`config.mk`:
```
export PLATFORM = sky130hd
export DESIGN_NAME = multi_slot_task_watchdog_top
export DESIGN_NICKNAME = d
export VERILOG_FILES = /design/src/mstw_pkg.sv /design/src/multi_slot_task_watchdog_top.sv
export SDC_FILE = /design/constraint.sdc
export NUM_CORES = 2
export LEC_CHECK = 0
export ABC_AREA = 1
export BUFFER_PORTS_ARGS = -buffer_cell sky130_fd_sc_hd__buf_2
export CORE_MARGIN = 2
export CORE_UTILIZATION = 57
export CTS_CLUSTER_DIAMETER = 150
export DETAILED_ROUTE_END_ITERATION = 6
export PLACE_DENSITY = 0.75
export SLEW_MARGIN = 15
export SYNTH_ARGS = -nofsm -noshare
export SYNTH_HDL_FRONTEND = slang
export SYNTH_SLANG_ARGS = --single-unit
```
`constraint.sdc`:
```
create_clock -name i_clk -period 6.2 [get_ports i_clk]
set_clock_uncertainty 0.1 [all_clocks]
set_input_delay 0.93 -clock i_clk [delete_from_list [all_inputs] [get_ports i_clk]]
set_output_delay 0.93 -clock i_clk [all_outputs]
set_load 0.03 [all_outputs]
```
`src/mstw_pkg.sv`:
```
`default_nettype none
// ----------------------------------------------------------------------------
// mstw_pkg: shared definitions of the multi-slot task watchdog
// Sizes, operation and event codes, register indexes, transaction payload
// structs and the sequencer state type.
// ----------------------------------------------------------------------------
package mstw_pkg;

    localparam int SLOTS       = 16;
    localparam int TIME_BITS   = 32;
    localparam int MAX_RESULTS = 16;
    localparam int SLOT_W      = (SLOTS > 1) ? $clog2(SLOTS) : 1;
    localparam int BUF_W       = $clog2(MAX_RESULTS);
    localparam int RCNT_W      = $clog2(MAX_RESULTS + 1);

    // Input kinds.
    localparam logic [2:0] KIND_TICK       = 3'd0;
    localparam logic [2:0] KIND_TASK_START = 3'd1;
    localparam logic [2:0] KIND_TASK_END   = 3'd2;
    localparam logic [2:0] KIND_EXEC_START = 3'd3;
    localparam logic [2:0] KIND_ARM        = 3'd4;
    localparam logic [2:0] KIND_DISARM     = 3'd5;

    // Event codes.
    localparam logic [2:0] EV_NONE      = 3'd0;
    localparam logic [2:0] EV_WARNING   = 3'd1;
    localparam logic [2:0] EV_TASK_TO   = 3'd2;
    localparam logic [2:0] EV_GLOBAL_TO = 3'd3;
    localparam logic [2:0] EV_EXEC_DEAD = 3'd4;

    // Configuration register indexes.
    localparam logic [2:0] CFG_CHK_PERIOD     = 3'd0;
    localparam logic [2:0] CFG_GLOBAL_LIMIT   = 3'd1;
    localparam logic [2:0] CFG_DEFAULT_LIMIT  = 3'd2;
    localparam logic [2:0] CFG_WARN_LIMIT     = 3'd3;
    localparam logic [2:0] CFG_EXEC_PRESENT   = 3'd4;

    typedef struct packed {
        logic [2:0]  kind;
        logic [3:0]  slot;
        logic [31:0] task_limit;
        logic        executor_ready;
    } t_in;

    typedef struct packed {
        logic [2:0]  event_res;
        logic [3:0]  event_slot;
        logic [31:0] elapsed;
        logic [4:0]  active_count;
        logic        halted;
        logic        last;
    } t_out;

    // One buffered event of a check.
    typedef struct packed {
        logic [2:0]  event_res;
        logic [3:0]  event_slot;
        logic [31:0] elapsed;
    } t_event;

    typedef enum logic [2:0] {
        S_IDLE,
        S_GLOBAL,
        S_SCAN,
        S_EXEC,
        S_LOAD,
        S_PUT
    } t_state;

endpackage
`default_nettype wire

```
`src/multi_slot_task_watchdog_top.sv`:
```
`default_nettype none
// ----------------------------------------------------------------------------
// multi_slot_task_watchdog_top: watchdog over a table of task slots
// Tracks task slots against a free-running tick count and reports warnings,
// task timeouts, a global timeout and an unresponsive executor.
// ----------------------------------------------------------------------------
// The block takes one input transaction at a time and is not ready while it
// works on it. Any kind other than a check tick goes from the accept cycle
// to loading the single result into the output register, and waits while
// that register holds a result not yet taken. A tick that triggers a check
// runs the global check, the slot scan over all 16 slots and the executor
// check, then loads and puts each of its N results in turn to drain the
// event buffer. A timeout ends the scan early. The pace is set by the single
// shared subtract-and-compare unit, which sees one slot per cycle through the
// registered read port of the slot tables, and by the one-read event buffer.
// The output register holds a finished result while the next input
// transaction is already accepted.

module multi_slot_task_watchdog_top (
    input  wire logic                 i_clk,
    input  wire logic                 i_rst_n,
    // Configuration write port.
    input  wire logic                 i_cfg_we,
    input  wire logic [2:0]           i_cfg_idx,
    input  wire logic [31:0]          i_cfg_data,
    // Input channel.
    input  wire logic                 i_in_valid,
    output logic                      o_in_ready,
    input  wire mstw_pkg::t_in        i_in_data,
    // Output channel.
    output logic                      o_out_valid,
    input  wire logic                 i_out_ready,
    output mstw_pkg::t_out            o_out_data
);

    localparam int TB = mstw_pkg::TIME_BITS;
    localparam int SW = mstw_pkg::SLOT_W;

    // Sequencer state.
    mstw_pkg::t_state r_state, n_state;

    // Configuration registers.
    logic [15:0]   r_chk_period;
    logic [31:0]   r_global_limit;
    logic [31:0]   r_default_limit;
    logic [31:0]   r_warn_limit;
    logic          r_exec_present;

    // Watchdog state.
    logic [TB-1:0] r_now;
    logic [TB-1:0] r_exec_start;
    logic [15:0]   r_icount;
    logic          r_armed;
    logic          r_tripped;
    logic [mstw_pkg::SLOTS-1:0] r_slot_valid;
    logic [mstw_pkg::SLOTS-1:0] r_slot_warned;
    logic [4:0]    r_active;

    // Slot tables, read one entry per cycle during the scan.
    logic [TB-1:0] mem_start [mstw_pkg::SLOTS];
    logic [31:0]   mem_limit [mstw_pkg::SLOTS];
    logic [TB-1:0] r_sstart;
    logic [31:0]   r_slimit;
    logic [SW-1:0] rd_addr;

    // Scan and result bookkeeping.
    logic [SW-1:0] r_idx;
    logic          r_ready_bit;
    logic [mstw_pkg::RCNT_W-1:0] r_n;
    logic [mstw_pkg::BUF_W-1:0]  r_rd;
    mstw_pkg::t_event evbuf [mstw_pkg::MAX_RESULTS];
    mstw_pkg::t_event r_bdata;

    // Output register.
    logic           r_out_valid;
    mstw_pkg::t_out r_out;

    // Shared subtract-and-compare unit and control.
    logic [TB-1:0] sub_b;
    logic [TB-1:0] el;
    logic [31:0]   lim;
    logic          lim_hit;
    logic          warn_hit;
    logic          cur_valid;
    logic          scan_last;
    logic          accept;
    logic          out_free;
    logic [15:0]   ic_inc;
    logic [15:0]   period;
    logic          check_due;
    logic          put_last;
    logic          slot_ok;
    logic [SW-1:0] in_slot;

    logic             push;
    mstw_pkg::t_event push_ev;
    logic             set_trip;
    logic             set_warn;
    logic             load_out;

    assign o_in_ready  = (r_state == mstw_pkg::S_IDLE);
    assign accept      = i_in_valid && o_in_ready;
    assign out_free    = !r_out_valid || i_out_ready;
    assign o_out_valid = r_out_valid;
    assign o_out_data  = r_out;

    // The global check measures from the execution start; the slot scan
    // measures from the start time of the slot under test. Time wraps.
    assign sub_b     = (r_state == mstw_pkg::S_GLOBAL) ? r_exec_start : r_sstart;
    assign el        = r_now - sub_b;
    assign lim       = (r_state == mstw_pkg::S_GLOBAL) ? r_global_limit : r_slimit;
    assign lim_hit   = (lim != 32'd0) && (el > TB'(lim));
    // A warning fires once per task and only while the event budget leaves
    // room for a later timeout or executor event.
    assign warn_hit  = (r_warn_limit != 32'd0) && !r_slot_warned[r_idx] &&
                       (el > TB'(r_warn_limit)) &&
                       (r_n < mstw_pkg::RCNT_W'(mstw_pkg::MAX_RESULTS - 1));
    assign cur_valid = r_slot_valid[r_idx];
    assign scan_last = (r_idx == SW'(mstw_pkg::SLOTS - 1));

    // A check interval of zero behaves as one.
    assign ic_inc    = r_icount + 16'd1;
    assign period    = (r_chk_period == 16'd0) ? 16'd1 : r_chk_period;
    assign check_due = (i_in_data.kind == mstw_pkg::KIND_TICK) && r_armed &&
                       !r_tripped && (ic_inc >= period);

    assign put_last  = (r_n == '0) ||
                       ({1'b0, r_rd} == (r_n - mstw_pkg::RCNT_W'(1)));

    assign slot_ok   = (32'(i_in_data.slot) < 32'(mstw_pkg::SLOTS));
    assign in_slot   = SW'(i_in_data.slot);

    assign rd_addr   = (r_state == mstw_pkg::S_SCAN) ? (r_idx + SW'(1)) : '0;

    // Next state.
    always_comb begin
        n_state = r_state;
        unique case (r_state)
            mstw_pkg::S_IDLE: begin
                if (accept) begin
                    n_state = check_due ? mstw_pkg::S_GLOBAL : mstw_pkg::S_PUT;
                end
            end
            mstw_pkg::S_GLOBAL: begin
                n_state = lim_hit ? mstw_pkg::S_LOAD : mstw_pkg::S_SCAN;
            end
            mstw_pkg::S_SCAN: begin
                if (cur_valid && lim_hit) begin
                    n_state = mstw_pkg::S_LOAD;
                end else if (scan_last) begin
                    n_state = mstw_pkg::S_EXEC;
                end
            end
            mstw_pkg::S_EXEC: begin
                n_state = mstw_pkg::S_LOAD;
            end
            mstw_pkg::S_LOAD: begin
                n_state = mstw_pkg::S_PUT;
            end
            mstw_pkg::S_PUT: begin
                if (out_free) begin
                    n_state = put_last ? mstw_pkg::S_IDLE : mstw_pkg::S_LOAD;
                end
            end
            default: n_state = mstw_pkg::S_IDLE;
        endcase
    end

    // Sequencer outputs.
    always_comb begin
        push     = 1'b0;
        push_ev  = '0;
        set_trip = 1'b0;
        set_warn = 1'b0;
        load_out = 1'b0;
        unique case (r_state)
            mstw_pkg::S_IDLE: begin
            end
            mstw_pkg::S_GLOBAL: begin
                if (lim_hit) begin
                    push     = 1'b1;
                    push_ev  = '{mstw_pkg::EV_GLOBAL_TO, 4'd0, 32'(el)};
                    set_trip = 1'b1;
                end
            end
            mstw_pkg::S_SCAN: begin
                if (cur_valid) begin
                    if (lim_hit) begin
                        push     = 1'b1;
                        push_ev  = '{mstw_pkg::EV_TASK_TO, 4'(r_idx), 32'(el)};
                        set_trip = 1'b1;
                    end else if (warn_hit) begin
                        push     = 1'b1;
                        push_ev  = '{mstw_pkg::EV_WARNING, 4'(r_idx), 32'(el)};
                        set_warn = 1'b1;
                    end
                end
            end
            mstw_pkg::S_EXEC: begin
                if (r_exec_present && !r_ready_bit) begin
                    push     = 1'b1;
                    push_ev  = '{mstw_pkg::EV_EXEC_DEAD, 4'd0, 32'd0};
                    set_trip = 1'b1;
                end
            end
            mstw_pkg::S_LOAD: begin
            end
            mstw_pkg::S_PUT: begin
                load_out = out_free;
            end
            default: begin
            end
        endcase
    end

    // Control state.
    always_ff @(posedge i_clk) begin
        if (!i_rst_n) begin
            r_state          <= mstw_pkg::S_IDLE;
            r_chk_period     <= 16'd1;
            r_global_limit   <= '0;
            r_default_limit  <= '0;
            r_warn_limit     <= '0;
            r_exec_present   <= 1'b0;
            r_now            <= '0;
            r_exec_start     <= '0;
            r_icount         <= '0;
            r_armed          <= 1'b0;
            r_tripped        <= 1'b0;
            r_slot_valid     <= '0;
            r_active         <= '0;
            r_idx            <= '0;
            r_n              <= '0;
            r_rd             <= '0;
            r_out_valid      <= 1'b0;
        end else begin
            r_state <= n_state;

            if (i_cfg_we) begin
                case (i_cfg_idx)
                    mstw_pkg::CFG_CHK_PERIOD:     r_chk_period     <= i_cfg_data[15:0];
                    mstw_pkg::CFG_GLOBAL_LIMIT:   r_global_limit   <= i_cfg_data;
                    mstw_pkg::CFG_DEFAULT_LIMIT:  r_default_limit  <= i_cfg_data;
                    mstw_pkg::CFG_WARN_LIMIT:     r_warn_limit     <= i_cfg_data;
                    mstw_pkg::CFG_EXEC_PRESENT:   r_exec_present   <= i_cfg_data[0];
                    default: begin
                    end
                endcase
            end

            if (accept) begin
                r_idx <= '0;
                r_n   <= '0;
                r_rd  <= '0;
                case (i_in_data.kind)
                    mstw_pkg::KIND_TICK: begin
                        r_now <= r_now + TB'(1);
                        if (r_armed && !r_tripped) begin
                            r_icount <= check_due ? 16'd0 : ic_inc;
                        end
                    end
                    mstw_pkg::KIND_TASK_START: begin
                        if (slot_ok) begin
                            r_slot_valid[in_slot] <= 1'b1;
                            if (!r_slot_valid[in_slot]) begin
                                r_active <= r_active + 5'd1;
                            end
                        end
                    end
                    mstw_pkg::KIND_TASK_END: begin
                        if (slot_ok && r_slot_valid[in_slot]) begin
                            r_slot_valid[in_slot] <= 1'b0;
                            r_active              <= r_active - 5'd1;
                        end
                    end
                    mstw_pkg::KIND_EXEC_START: begin
                        r_exec_start <= r_now;
                    end
                    mstw_pkg::KIND_ARM: begin
                        if (!r_armed) begin
                            r_armed   <= 1'b1;
                            r_tripped <= 1'b0;
                            r_icount  <= '0;
                        end
                    end
                    mstw_pkg::KIND_DISARM: begin
                        r_armed <= 1'b0;
                    end
                    default: begin
                    end
                endcase
            end

            if (r_state == mstw_pkg::S_SCAN) begin
                r_idx <= r_idx + SW'(1);
            end
            if (push) begin
                r_n <= r_n + mstw_pkg::RCNT_W'(1);
            end
            if (set_trip) begin
                r_tripped <= 1'b1;
            end
            if (load_out && !put_last) begin
                r_rd <= r_rd + mstw_pkg::BUF_W'(1);
            end

            if (load_out) begin
                r_out_valid <= 1'b1;
            end else if (i_out_ready) begin
                r_out_valid <= 1'b0;
            end
        end
    end

    // Payload registers, slot tables and the event buffer.
    always_ff @(posedge i_clk) begin
        if (accept) begin
            r_ready_bit <= i_in_data.executor_ready;
            if (i_in_data.kind == mstw_pkg::KIND_TASK_START && slot_ok) begin
                mem_start[in_slot]     <= r_now;
                mem_limit[in_slot]     <= (i_in_data.task_limit != 32'd0) ?
                                          i_in_data.task_limit : r_default_limit;
                r_slot_warned[in_slot] <= 1'b0;
            end
        end
        if (set_warn) begin
            r_slot_warned[r_idx] <= 1'b1;
        end
        r_sstart <= mem_start[rd_addr];
        r_slimit <= mem_limit[rd_addr];

        if (push) begin
            evbuf[r_n[mstw_pkg::BUF_W-1:0]] <= push_ev;
        end
        r_bdata <= evbuf[r_rd];

        if (load_out) begin
            if (r_n == '0) begin
                r_out.event_res  <= mstw_pkg::EV_NONE;
                r_out.event_slot <= 4'd0;
                r_out.elapsed    <= 32'd0;
            end else begin
                r_out.event_res  <= r_bdata.event_res;
                r_out.event_slot <= r_bdata.event_slot;
                r_out.elapsed    <= r_bdata.elapsed;
            end
            r_out.active_count <= r_active;
            r_out.halted       <= !r_armed || r_tripped;
            r_out.last         <= put_last;
        end
    end

    // The block is busy in the cycle after it takes an input transaction.
    a_busy_after_accept: assert property (@(posedge i_clk) disable iff (!i_rst_n)
        accept |=> !o_in_ready)
        else $error("input accepted on two consecutive cycles");

    // A check never buffers more events than the result budget allows.
    a_budget: assert property (@(posedge i_clk) disable iff (!i_rst_n)
        r_n <= mstw_pkg::RCNT_W'(mstw_pkg::MAX_RESULTS))
        else $error("event buffer overflow");

    // Any timeout leaves the watchdog halted.
    a_timeout_halts: assert property (@(posedge i_clk) disable iff (!i_rst_n)
        (o_out_valid && (o_out_data.event_res == mstw_pkg::EV_TASK_TO ||
                         o_out_data.event_res == mstw_pkg::EV_GLOBAL_TO ||
                         o_out_data.event_res == mstw_pkg::EV_EXEC_DEAD))
        |-> o_out_data.halted)
        else $error("timeout reported without halt");

    // An empty result is always the only one of its input.
    a_none_is_last: assert property (@(posedge i_clk) disable iff (!i_rst_n)
        (o_out_valid && o_out_data.event_res == mstw_pkg::EV_NONE)
        |-> o_out_data.last)
        else $error("empty result not marked last");

    // The occupancy count never exceeds the number of slots.
    a_active_range: assert property (@(posedge i_clk) disable iff (!i_rst_n)
        32'(r_active) <= 32'(mstw_pkg::SLOTS))
        else $error("active slot count out of range");

endmodule
`default_nettype wire
```
# After elaboration in Yosys (flattened, before gate mapping)
# Memories as Yosys holds them, arrays and structs flattened. A register that Yosys moved wholly into a read port is not among the register bits.
# Index checks and enable logic that the tools add are counted.
[word_totals]
reg_bits = 296
mem_bits_rw = 1648
input_bits = 80
out_inout_bits = 48
word_cells = 197
memories = 3
[mem_list]
columns = ["memory", "words", "word_bits", "rd", "rd_clocked_by_memory_dff", "write_ports", "line", "source"]
rows = [
  ["evbuf", 16, 39, 1, 1, 1, "multi_slot_task_watchdog_top.sv:71", "mstw_pkg::t_event evbuf [mstw_pkg::MAX_RESULTS];"],
  ["mem_limit", 16, 32, 1, 1, 1, "multi_slot_task_watchdog_top.sv:61", "logic [31:0] mem_limit [mstw_pkg::SLOTS];"],
  ["mem_start", 16, 32, 1, 1, 1, "multi_slot_task_watchdog_top.sv:60", "logic [TB-1:0] mem_start [mstw_pkg::SLOTS];"],
]
[classes]
addsub = 9
order_cmp = 8
eq_ne = 24
muxes = 70
n_bitwise = 5
n_reduce_logical = 53
[op_table]
columns = ["op", "count"]
rows = [
  ["16-bit 2-to-1 mux", 8],
  ["39-bit case mux with 3 select lines", 1],
  ["38-bit 2-to-1 mux", 3],
  ["32-bit 2-to-1 mux", 3],
  ["32-bit nonzero test", 3],
  ["32-bit greater-than comparator", 2],
  ["16-bit case mux with 2 select lines", 2],
  ["39-bit 2-to-1 mux", 1],
  ["37-bit 2-to-1 mux", 1],
  ["32-bit by 1-bit adder with 32-bit output, second input constant", 1],
  ["16-bit bitwise AND", 2],
  ["16-bit bitwise OR", 2],
  ["32-bit subtractor", 1],
  ["1-bit 2-to-1 mux", 26],
  ["3-bit 2-to-1 mux", 7],
  ["5-bit 2-to-1 mux", 4],
  ["3-bit by 2-bit == test with 1-bit output, second input constant", 6],
  ["3-bit case mux with 6 select lines", 1],
  ["2-bit nonzero test", 9],
  ["16-bit by 1-bit adder with 16-bit output, second input constant", 1],
  ["16-bit >= comparator", 1],
  ["16-bit logical NOT", 1],
  ["4-bit 2-to-1 mux", 4],
  ["16-bit inverter", 1],
  ["26 further kinds", 78],
]

# Depth between registers and ports, before layout
[logic_depth]
depth_word = 12
ltp_mapped = 36
ltp_nobuf = 33

# Worst setup path after synthesis
# OpenSTA, ideal clock, no wires.
[synth_timing]
path_kind = "reg2reg"
start = "reg r_state[2]"
end = "mem evbuf[3][0] in the netlist's numbering (enable)"
setup_time_ps = 394
t_arrival_ps = 5723
t_required_ps = 5706
path_slack_ps = -16
stages_incl_launch_ff = 35
period_less_slack_ps = 6216
path_cell_list = "dfxtp_1 buf_6 inv_2 nand3_4 buf_2 buf_1 nand2_1 nand2_1 ha_1 inv_1 fa_1 nand3_1 nand2_1 nand3_1 nand2_1 a21oi_1 inv_1 a21oi_1 o21ai_0 or2_2 nand2_1 inv_1 ha_1 nand2_1 nor2_1 nand2_1 nor3b_1 nand2_1 a21boi_0 nand3b_4 nand3_2 nand2_1 inv_1 nand2_1 inv_1"
[synth_between]
elab_chain_cells = 12
[synth_lines]
columns = ["element", "line", "source"]
rows = [
  ["start: declaration", "multi_slot_task_watchdog_top.sv:40", "mstw_pkg::t_state r_state, n_state;"],
  ["start signal: assignment", "multi_slot_task_watchdog_top.sv:219", "r_state <= mstw_pkg::S_IDLE;"],
  ["start signal: assignment", "multi_slot_task_watchdog_top.sv:237", "r_state <= n_state;"],
  ["3-bit by 1-bit == test with 1-bit output", "multi_slot_task_watchdog_top.sv:109, multi_slot_task_watchdog_top.sv:111, multi_slot_task_watchdog_top.sv:176", ""],
  ["32-bit 2-to-1 mux", "multi_slot_task_watchdog_top.sv:109", "assign sub_b = (r_state == mstw_pkg::S_GLOBAL) ? r_exec_start : r_sstart;"],
  ["32-bit subtractor", "multi_slot_task_watchdog_top.sv:110", "assign el = r_now - sub_b;"],
  ["32-bit greater-than comparator", "multi_slot_task_watchdog_top.sv:116", "(el > TB'(r_warn_limit)) &&"],
  ["1-bit logical AND", "multi_slot_task_watchdog_top.sv:115", "assign warn_hit = (r_warn_limit != 32'd0) && !r_slot_warned[r_idx] &&"],
  ["1-bit logical AND", "multi_slot_task_watchdog_top.sv:116", ""],
  ["1-bit 2-to-1 mux", "multi_slot_task_watchdog_top.sv:192", "end else if (warn_hit) begin"],
  ["1-bit 2-to-1 mux", "multi_slot_task_watchdog_top.sv:188", "if (lim_hit) begin"],
  ["1-bit 2-to-1 mux", "multi_slot_task_watchdog_top.sv:187", "if (cur_valid) begin"],
  ["1-bit case mux with 3 select lines *", "multi_slot_task_watchdog_top.sv:176", "unique case (r_state)"],
  ["1-bit 2-to-1 mux *", "multi_slot_task_watchdog_top.sv:332", "if (push) begin"],
  ["1-bit 2-to-1 mux (not written as such) *", "multi_slot_task_watchdog_top.sv:333", "evbuf[r_n[mstw_pkg::BUF_W-1:0]] <= push_ev;"],
  ["end: declaration", "multi_slot_task_watchdog_top.sv:71", ""],
]
# Every way passes the cells marked *; elsewhere a longest branch is shown, timed or not.

# Worst setup path in the final report
[layout_timing]
start = "reg r_state[1]"
end = "mem evbuf[11][5] in the netlist's numbering (enable)"
# The elaborated chain is that of the path after synthesis.

==> results.md <==
- Startpoint type of the worst setup path: flip-flop
- Port Buffers: 127
- Global-route met3 utilization: 5.181%
- Routed Antenna Nets: 0
- Post-detailed-routing wire length: 228500 um
- Highest Clock Rate: 0.1728 GHz
- Die Ht: 389.1 um
- Dominant cell type by count on the critical path: nand2_1
- Slew margin rel.: 21.26%
- Total half-perimeter wirelength after legalization and detailed placement: 132500 um
- Std-Cell Rows: 141
- Synthesized Nets: 7292
- Global routing met1 resource utilization: 39.55%
- Hold Path Class: in2reg
- Total die area: 0.1514 mm^2
- Number of violations reported at the end of detailed-routing iteration 0: 6606
- Critical path start-end classification: reg2reg
- Yosys cell types: 60
- Crit path setup slack, layout: 0.4131 ns
- Number of placed I/O pins: 128
- Capturing element type of the critical path: flip-flop
- Count of mapped cells out of synthesis: 7084
- Cell type with the largest total area after synthesis: edfxtp_1
- Number of antenna violations at the first check in global routing: 11
- TritonCTS clock tree: done
- Share of cells above drive strength 1: 9.844%
- Mean cell area of the mapped netlist: 11.94 um^2
- Violated checks: DRC
- Quantity of gates resized following cts: 0
- Global routing's busiest layer: met2
- Number of clock sinks: 2047
- Critical path peak fanout: 16
- Clock Path Buffers: 3
- Layout overhead on the synthesized area: 12.43%
- Detailed-route via count: 57231
- Crit path time final: 5.787 ns
- Number of buffers and inverters on the critical path: 9
- Standby leakage power: 34.07 nW
- Cell at the slowest stage of the critical path: fa_1
- Top delay family on crit path: simple AND/OR/NAND/NOR gates
- Number of H-tree branching levels: 4
- Effective utilization at floorplan: 57.33%
- Unrepaired setup endpoints after global routing: false
- Worst slack after detailed placement: 0.3378 ns
- Period utilization: 93.34%
- Chip Width: 389.1 um
- Post-synthesis sequential element count: 2047
- Total global-route track usage: 29.88%
- Count of yosys warnings during synthesis: 0
- Pre-antenna DRT Iters: 7
- Number of enable flip-flop cells after synthesis: 1695
- Final instance count without filler cells: 9332
- Final Max Slew Viols: 0
- Endpoint required time on the critical path: 6.67 ns
- Data arrival, critical path: 6.26 ns
- Maximum number of pins on one net before global-route repair: 173
- Global Route met2 Usage: 48.19%
- First-pass GRT wire length: 340100 um
- Most frequent cells in the layout: edfxtp_1 (1695), o21ai_0 (958), nor2_1 (798), inv_1 (501), nand2_1 (433)
- Worst slew pin tran: 1.181 ns
- Quantity of hold-fixing buffers added after cts: 0
- Number of post-CTS setup repair buffers: 0
- Number of buffers created by CTS: 198
- Via density per instance: 6.133
- Nets: 7428
- Endpoints failing setup: 0
- Largest stage delay, worst path: 0.44 ns
- Area of the core: 0.1475 mm^2
- Top post-synthesis cells by area: edfxtp_1 (60%), dfxtp_1 (8.3%), o21ai_0 (5.7%), nor2_1 (3.6%), a21oi_1 (2.4%)
- Post-detailed-route DRC marker count: 3
- Final RePlAce weighted congestion: 0.9615
- Clock slew seen by the registers of the worst setup and hold paths: 0.06 ns
- Most used DFF post-synth: edfxtp_1
- Clock root cell: clkbuf_16
- Number of global-route vias before repair: 54805
- Sum Neg Setup Slack: 0 ns
- Number of instances in the placed design: 8950
- Commonest non-fill, non-tap cell in the layout: edfxtp_1
- Peak supply drop: 0.2654 mV
- Proportion of register bits with asynchronous set or reset after synthesis: 0%
- Clock latency reported for the late side of the worst-skew pair: 0.85 ns
- Total standard cell area after synthesis: 0.08455 mm^2
- Count of max-cap constraint violations: 0
- Sequential element share of the synthesized area: 68.53%
- Power per cell area: 339.8 mW/mm^2
- Total Power Consumption: 32.30 mW
- Remaining Overflow, GRT: 0
- Run status: finished with violations
- Average wire per standard cell: 24.48 um
- Share of the synthesized area in the top cell type: 60.20%
- Worst Hold Slack: 0.1916 ns
- Final number of hold-violating endpoints: 0
final cells by class:
class                      instances  area [um^2]
clock buffer                     264         5364
timing repair buffer             346         3058
antenna                            7        17.52
tap                             1930         2415
fill                           10723        52430
clock inverter                   111         1020
inverter                         535         2038
sequential                      2047        57960
multi-input combinational       4092        23180
synth_stat cells, drive strengths merged, types with 40 or more instances:
library cell,number
buf,59
edfxtp,1695
o211ai,158
nor2,820
inv,531
nand4,40
clkbuf,351
mux2i,187
dfxtp,352
a21oi,412
ha,126
a32o,64
nand2,440
o21bai,268
o21ai,1015
a31oi,66
nand3,289
per-stage QoR:
stage,util [%],area (um^2)
4_1_cts,64.42,95020
5_1_grt,64.44,95040
6_report,64.45,95060
2_1_floorplan,-,84560
3_3_place_gp,60.09,88630
3_5_place_dp,60.10,88630
worst register-to-register path: cells and delay by family, from the launching register on:
| kind | cells | cell delay [ns] |
|---|---|---|
| simple gates | 18 | 2.21 |
| buf+inv | 9 | 1.21 |
| fa+ha+maj | 3 | 0.84 |
| compound gates | 4 | 0.80 |
| flops | 1 | 0.34 |
flip-flops by register name, summed over array words and instances, names as in the netlist, 16 cells and up, named ones only:
signal	count
r_exec_start	32
r_slimit	32
mem_start	512
r_chk_period	16
r_warn_limit	32
mem_limit	512
r_default_limit	32
r_slot_warned	16
r_sstart	32
r_bdata	39
o_out_data	46
r_global_limit	32
evbuf	624
r_icount	16
r_now	32
kinds of logic after synthesis:
group / Yosys count / synth area share [%]
multiplexers: 187 / 2.214
XOR/XNOR: 54 / 0.5594
buffers and inverters: 945 / 4.271
flip-flops: 2047 / 68.53
AO/OA/AOI/OAI: 2040 / 14.04
AND/OR/NAND/NOR: 1683 / 8.468
adder cells (fa/ha/maj): 128 / 1.912
final timing paths:
kind,start,endpoint,slack (ns),cells after the start
worst min-delay path,i_in_data[0],r_ready_bit,0.19,1
worst max register to register,r_state[1],evbuf[11][5],0.41,34
worst max-delay path,r_state[1],evbuf[11][5],0.41,34
worst min register to register,r_default_limit[24],r_default_limit[24],0.35,2
layer usage:
metal / vias up / wire length, um
met5: - / 11
met4: 4 / 11080
met3: 610 / 20850
met2: 3041 / 108100
met1: 27785 / 88410
li1: 25791 / -
report_power, final:
group | total [mW] | internal [mW] | switching (mW)
logic | 4.97 | 1.59 | 3.38
clock network | 11.8 | 6.55 | 5.26
registers | 15.5 | 15.3 | 0.183
total | 32.3 | 23.5 | 8.82
Power figures use the tool's default switching activity.
